## src/hw/rtl/spq_pkg.sv

```systemverilog
`timescale 1ns / 1ps
// ----------------------------------------------------------------------------
// spq_pkg: shared definitions for the sorted priority queue
// Queue depth, field widths, operation and status codes, cell link types.
// ----------------------------------------------------------------------------
package spq_pkg;

	localparam int DEPTH  = 16;
	localparam int CNT_W  = $clog2(DEPTH + 1);
	localparam int VAL_W  = 32;
	localparam int PRIO_W = 16;

	localparam logic FUNC_INSERT = 1'b0;
	localparam logic FUNC_DELETE = 1'b1;

	typedef enum logic [1:0] {
		ST_DONE  = 2'd0,
		ST_FULL  = 2'd1,
		ST_EMPTY = 2'd2
	} status_t;

	// broadcast to every cell for one request
	typedef struct packed {
		logic                     ins;
		logic                     del;
		logic signed [VAL_W-1:0]  value;
		logic        [PRIO_W-1:0] prio;
	} cmd_t;

	// handed from a cell toward the tail
	typedef struct packed {
		logic                     move;
		logic                     stop;
		logic signed [VAL_W-1:0]  value;
		logic        [PRIO_W-1:0] prio;
	} link_t;

endpackage

```

## src/hw/rtl/sorted_priority_queue.sv

```systemverilog
`timescale 1ns / 1ps
// ----------------------------------------------------------------------------
// sorted_priority_queue: bounded priority queue in a sorted shift chain
// Entries are kept in ascending priority order, head in cell 0.
// ----------------------------------------------------------------------------
// Usage:
//  Input channel (in_valid / in_stall) carries one request: func selects
//  insert or delete head; item_value and item_priority are the entry to
//  insert. Output channel (out_valid / out_stall) returns one result per
//  request: status, the removed entry (zero unless a delete succeeded) and
//  entry_count after the step.
//  The result is registered at the edge that accepts the request.
//  Throughput is one request per cycle while the output is not stalled;
//  every cell compares its priority to the new one in parallel and shifts
//  in the same cycle, so the cell chain is what sets that figure.
//  Equal priorities leave in arrival order. Insert into a full queue is
//  dropped with status full; delete of an empty queue reports empty.
//  Reset empties the queue and clears the output valid; cell contents are
//  not cleared, only the count marks which cells hold entries.
//  While the receiver stalls, the held result stays put and in_stall is
//  raised, so no further request is taken until the result leaves.
// ----------------------------------------------------------------------------
module sorted_priority_queue
	import spq_pkg::*;
(
	input  logic                     clk,
	input  logic                     arst_n,
	input  logic                     in_valid,
	output logic                     in_stall,
	input  logic                     func,
	input  logic signed [VAL_W-1:0]  item_value,
	input  logic        [PRIO_W-1:0] item_priority,
	output logic                     out_valid,
	input  logic                     out_stall,
	output logic        [1:0]        status,
	output logic signed [VAL_W-1:0]  removed_value,
	output logic        [PRIO_W-1:0] removed_priority,
	output logic        [CNT_W-1:0]  entry_count
);

	logic                     accept;
	logic                     full;
	logic                     empty;
	logic [CNT_W-1:0]         count_q;
	logic [CNT_W-1:0]         count_nxt;
	cmd_t                     cmd;
	link_t                    chain [DEPTH+1];
	logic signed [VAL_W-1:0]  back_value [DEPTH+1];
	logic        [PRIO_W-1:0] back_prio  [DEPTH+1];

	logic                     out_valid_q;
	status_t                  status_q;
	logic signed [VAL_W-1:0]  rval_q;
	logic        [PRIO_W-1:0] rprio_q;
	logic [CNT_W-1:0]         rcount_q;

	// output register frees as soon as its result is taken
	assign in_stall = out_valid_q && out_stall;
	assign accept   = in_valid && !in_stall;
	assign full     = count_q == CNT_W'(DEPTH);
	assign empty    = count_q == '0;

	always_comb begin
		cmd.ins   = accept && (func == FUNC_INSERT) && !full;
		cmd.del   = accept && (func == FUNC_DELETE) && !empty;
		cmd.value = item_value;
		cmd.prio  = item_priority;
	end

	always_comb begin
		count_nxt = count_q;
		if (cmd.ins) begin
			count_nxt = count_q + 1'b1;
		end else if (cmd.del) begin
			count_nxt = count_q - 1'b1;
		end
	end

	// head cell: nothing ahead of it, new entry may land here
	assign chain[0]          = '{move: 1'b0, stop: 1'b1, value: '0, prio: '0};
	assign back_value[DEPTH] = '0;
	assign back_prio[DEPTH]  = '0;

	for (genvar i = 0; i < DEPTH; i++) begin : g_cell
		spq_cell u_cell (
			.clk         (clk),
			.cmd         (cmd),
			.occ         (count_q > CNT_W'(i)),
			.left        (chain[i]),
			.right_value (back_value[i+1]),
			.right_prio  (back_prio[i+1]),
			.link        (chain[i+1])
		);
		assign back_value[i] = chain[i+1].value;
		assign back_prio[i]  = chain[i+1].prio;
	end

	always_ff @(posedge clk or negedge arst_n) begin
		if (!arst_n) begin
			count_q     <= '0;
			out_valid_q <= 1'b0;
		end else begin
			count_q <= count_nxt;
			if (accept) begin
				out_valid_q <= 1'b1;
			end else if (!out_stall) begin
				out_valid_q <= 1'b0;
			end
		end
	end

	always_ff @(posedge clk) begin
		if (accept) begin
			rcount_q <= count_nxt;
			if (cmd.del) begin
				status_q <= ST_DONE;
				rval_q   <= chain[1].value;
				rprio_q  <= chain[1].prio;
			end else begin
				rval_q  <= '0;
				rprio_q <= '0;
				priority if (func == FUNC_INSERT && full) begin
					status_q <= ST_FULL;
				end else if (func == FUNC_DELETE) begin
					status_q <= ST_EMPTY;
				end else begin
					status_q <= ST_DONE;
				end
			end
		end
	end

	assign out_valid        = out_valid_q;
	assign status           = status_q;
	assign removed_value    = rval_q;
	assign removed_priority = rprio_q;
	assign entry_count      = rcount_q;

`ifndef NO_ASSERTIONS
	a_count_bound: assert property (@(posedge clk) disable iff (!arst_n)
		count_q <= CNT_W'(DEPTH))
		else $error("entry count above depth");

	a_full_drop: assert property (@(posedge clk) disable iff (!arst_n)
		(accept && func == FUNC_INSERT && full) |=> (count_q == CNT_W'(DEPTH)))
		else $error("insert into full queue changed count");

	a_report_count: assert property (@(posedge clk) disable iff (!arst_n)
		accept |=> (rcount_q == count_q))
		else $error("reported count differs from stored count");

	a_zero_removed: assert property (@(posedge clk) disable iff (!arst_n)
		(out_valid_q && status_q != ST_DONE) |-> (rval_q == '0 && rprio_q == '0))
		else $error("failed request returned an entry");

	a_head_order: assert property (@(posedge clk) disable iff (!arst_n)
		(count_q > CNT_W'(1)) |-> (chain[1].prio <= chain[2].prio))
		else $error("head cells out of order");
`endif

endmodule

```

## src/hw/rtl/spq_cell.sv

```systemverilog
`timescale 1ns / 1ps
// ----------------------------------------------------------------------------
// spq_cell: one slot of the sorted shift chain
// Holds one entry; on insert keeps, takes the new entry or takes its left
// neighbor; on delete takes its right neighbor.
// ----------------------------------------------------------------------------
module spq_cell
	import spq_pkg::*;
(
	input  logic                     clk,
	input  cmd_t                     cmd,
	input  logic                     occ,
	input  link_t                    left,
	input  logic signed [VAL_W-1:0]  right_value,
	input  logic        [PRIO_W-1:0] right_prio,
	output link_t                    link
);

	logic signed [VAL_W-1:0]  value_q;
	logic        [PRIO_W-1:0] prio_q;
	logic                     gt;

	// stored entry goes behind the new one only if strictly greater
	assign gt = prio_q > cmd.prio;

	always_comb begin
		link.move  = occ && gt;
		link.stop  = occ && !gt;
		link.value = value_q;
		link.prio  = prio_q;
	end

	always_ff @(posedge clk) begin
		priority if (cmd.del) begin
			value_q <= right_value;
			prio_q  <= right_prio;
		end else if (cmd.ins && left.move) begin
			value_q <= left.value;
			prio_q  <= left.prio;
		end else if (cmd.ins && left.stop && (!occ || gt)) begin
			value_q <= cmd.value;
			prio_q  <= cmd.prio;
		end
	end

endmodule
```

## config.mk

```make
export PLATFORM = sky130hd
export DESIGN_NAME = sorted_priority_queue
export DESIGN_NICKNAME = d
export VERILOG_FILES = /design/src/hw/rtl/spq_pkg.sv /design/src/hw/rtl/sorted_priority_queue.sv /design/src/hw/rtl/spq_cell.sv
export SDC_FILE = /design/constraint.sdc
export NUM_CORES = 2
export LEC_CHECK = 0
export ABC_AREA = 1
export BUFFER_PORTS_ARGS = -buffer_cell sky130_fd_sc_hd__buf_2
export CAP_MARGIN = 0
export CELL_PAD_IN_SITES_DETAIL_PLACEMENT = 0
export CELL_PAD_IN_SITES_GLOBAL_PLACEMENT = 1
export CORE_ASPECT_RATIO = 1.1
export CORE_UTILIZATION = 50
export DETAILED_ROUTE_END_ITERATION = 12
export GPL_TIMING_DRIVEN = 0
export PLACE_DENSITY_LB_ADDON = 0.1
export SYNTH_ARGS = -nofsm -noshare
export SYNTH_HDL_FRONTEND = slang
export SYNTH_SLANG_ARGS = --single-unit
```

## constraint.sdc

```tcl
create_clock -name clk -period 15.55 [get_ports clk]
set_input_delay 2.3325 -clock clk [delete_from_list [all_inputs] [get_ports clk]]
set_output_delay 2.3325 -clock clk [all_outputs]
set_load 0.02 [all_outputs]
```

==> results.txt <==
Post-Route WL: 179000 um
post-synthesis instance area: 52100 um^2
fmax: 156 MHz
Mapped Nets: 6782
Multi-input gate area: 22300 um^2
endpoints failing setup: 0
status: complete, but fails checks
Fin. Hold Viols: 0
CP max stage delay: 0.64 ns
Power Density: 138 nW/um^2
largest net degree at the start of global routing: 32
PortBufs: 109
post-DP HPWL: 151000 um
Total GRT Usage: 0.340
final instance area: 57900 um^2
Crit path depth: 11
FF+latch area: 24400 um^2
H-tree levels: 3
drt wl/cell: 22.0 um
register bit total from synthesis: 829
WS Path Type: in -> reg
initial drt markers: 4462
TritonRoute pass-1 iters: 6
worst min path class: reg -> reg
CP arrival: 6.84 ns
Max Cap Viol: 3
top_reg_cell synth: edfxtp_1
area delta synth->final: 11.0%
VDD IR max: 110 uV
Reg clk slew, reported paths: 0.06 ns
routed via count: 45300
violated checks: max-capacitance violations, max-slew violations
number of global-route vias before repair: 44200
r2r setup slk: 10.69 ns
Num CTS Buffers: 94
initial antenna violation count: 6
Clk Latency, worst-skew pair: 0.69 ns
slowest stage cell, crit path: nand3_2
Worst Path Buf+Inv: 5
PostCTS Resize Cnt: 0
Slew headroom: -0.00603
fillcell total: 9819
RSZ-0062 raised after global routing: no
Critical Path Fanout Max: 26
Sum Neg Setup Slack: 0 ns
hold bufs inserted after CTS: 0
Die Area: 106000 um^2
clock skew: 0.0204 ns
Final period util: 0.412
Pwr Total: 7.98 mW
min Tclk post-route: 6.41 ns
Critical Path, Cell by Cell: buf_2 -> inv_1 -> clkbuf_2 -> ha_1 -> nand4_1 -> nor2_1 -> nand3_1 -> nand3_2 -> clkbuf_1 -> nand3_2 -> buf_12
Ports: 110
GRT overflow: 0
Netlist cell types: 37
DRT antenna net count: 0
Die Ht: 341 um
Crit. End Element: register
GP Congestion: 0.982
# rows: 123
register area share after synthesis: 0.468
leakage power: 26.4 nW
Ys Warns: 0
global-route wire length before repair: 267000 um
Top cell by count, worst path: nand3_2
Async SR Flop Fraction: 0.00724
clk sinks: 829
R2R depth: 11
startpoint types: primary input
Syn Inst Count: 6468
Hold Path Depth: 2
fraction of layout cells with a size suffix above 1: 0.0765
Die W: 310 um
number of enable flip-flop cells after synthesis: 775
vias per std cell: 5.56
placed cell area: 54800 um^2
CP top delay family: buffers and inverters
Worst EP required: 15.98 ns
DRC Markers: 0
Slew @ Worst Pin: 1.51 ns
Final #Nets: 7004
total core area: 103000 um^2
post-CTS setup buffer count: 0
pins over their slew limit: 22
initial core utilization: 0.507
CTS tree: built
Longest Clk Path Bufs: 3
Mean Syn Cell Area: 8.06 um^2
root buffer cell: clkbuf_16
## cells in the mapped netlist, types with 6 or more instances
library cell / n / area, um^2
o21ai_1: 45 / 225
nand4_1: 745 / 4660
buf_1: 25 / 93.8
edfxtp_1: 775 / 23300
inv_1: 840 / 3150
nor3_1: 16 / 80.1
buf_4: 31 / 233
a31oi_1: 11 / 68.8
dfxtp_1: 48 / 961
o21ai_0: 527 / 2640
nand3_1: 777 / 3890
nor2_1: 232 / 871
dfrtp_1: 6 / 150
clkbuf_1: 316 / 1190
nand2_1: 1488 / 5590
buf_2: 163 / 816
a21oi_1: 106 / 531
nor2_2: 8 / 50.1
nand3_2: 13 / 130
ha_1: 261 / 3270
## cell families after synthesis
group / share of synthesized area
xor gates and xnor gates: 0.000504
DFF: 0.468
AOI/OAI and AO/OA: 0.0682
buffers and inverters: 0.106
and+or+nand+nor: 0.295
adders and majority gates: 0.0626
## worst register-to-register path, stage by stage, from the launching register on
cell,delay [ns]
dfrtp_1,0.49
inv_1,0.13
ha_1,0.16
inv_1,0.10
nor3_2,0.17
nand2_1,0.28
nand2_1,0.22
buf_2,0.43
clkbuf_1,0.93
buf_2,0.62
nand3_2,0.64
buf_12,0.40
## through the flow
| step | utilization | setup slack, ns | hold WS (ns) | cells |
|---|---|---|---|---|
| after floorplan | - | 7.14 | 0.502 | 6468 |
| after global placement | 0.529 | 3.77 | 0.496 | 7952 |
| after detailed placement | 0.533 | 8.21 | 0.504 | 7969 |
| after CTS | 0.563 | 8.91 | 0.517 | 8145 |
| after global routing | 0.563 | 9.04 | 0.547 | 8145 |
| final | 0.563 | 9.14 | 0.513 | 8146 |
## state kept, by name, summed over array words and instances, names as in the netlist
name / count
g_cell.u_cell.value_q: 512
g_cell.u_cell.prio_q: 256
removed_value: 32
removed_priority: 16
count_q: 5
entry_count: 5
status: 2
out_valid: 1
## layout make-up
| type | instances | share of cell area |
|---|---|---|
| clock buffer | 134 | 0.0476 |
| antenna | 1 | 0.0000432 |
| timing repair buffer | 126 | 0.0152 |
| multi-input combinational | 4255 | 0.385 |
| tap | 1375 | 0.0297 |
| sequential | 829 | 0.421 |
| clock inverter | 42 | 0.00452 |
| inverter | 845 | 0.0548 |
| buffer | 539 | 0.0413 |
## cells in the final DEF, fill, tap and decap left out, types with 5 or more instances in the layout
| cell type | instances |
|---|---|
| nand4_1 | 745 |
| buf_1 | 25 |
| nand2_1 | 1487 |
| o21ai_1 | 45 |
| edfxtp_1 | 775 |
| clkbuf_1 | 327 |
| clkinv_1 | 22 |
| a31oi_1 | 11 |
| nand3_2 | 26 |
| clkbuf_8 | 6 |
| inv_2 | 5 |
| o21ai_0 | 526 |
| inv_1 | 839 |
| nor3_1 | 16 |
| clkinv_2 | 12 |
| nor2_2 | 8 |
| dfrtp_1 | 6 |
| a21o_1 | 5 |
| a21oi_1 | 106 |
| nand3_1 | 764 |
| dfxtp_1 | 48 |
| clkbuf_16 | 103 |
| buf_4 | 31 |
| nor2_4 | 5 |
| buf_2 | 272 |
| ha_1 | 261 |
| buf_12 | 16 |
| clkbuf_2 | 14 |
| nor2_1 | 232 |
## power by group
group          switching (mW)  total, mW  internal (mW)
Clock                   0.960       2.22           1.26
Combinational            1.74       2.42          0.676
Sequential              0.207       3.34           3.13
Total                    2.91       7.98           5.07
## layer usage
layer	vias up	wire length, um	global-route usage
met5	-	0	0
met4	0	7750	0.143
met3	302	13100	0.0404
met2	1451	83700	0.564
met1	20800	74800	0.448
li1	22800	-	-
## worst paths after layout
check	from	to
max	item_priority[15]	g_cell[11].u_cell.prio_q[13]
min	out_valid	out_valid
max reg2reg	count_q[0]	g_cell[7].u_cell.prio_q[10]
min reg2reg	out_valid	out_valid
max in group asynchronous	arst_n	count_q[0]
min in group asynchronous	arst_n	count_q[2]
(Power assumes the default switching activity.)
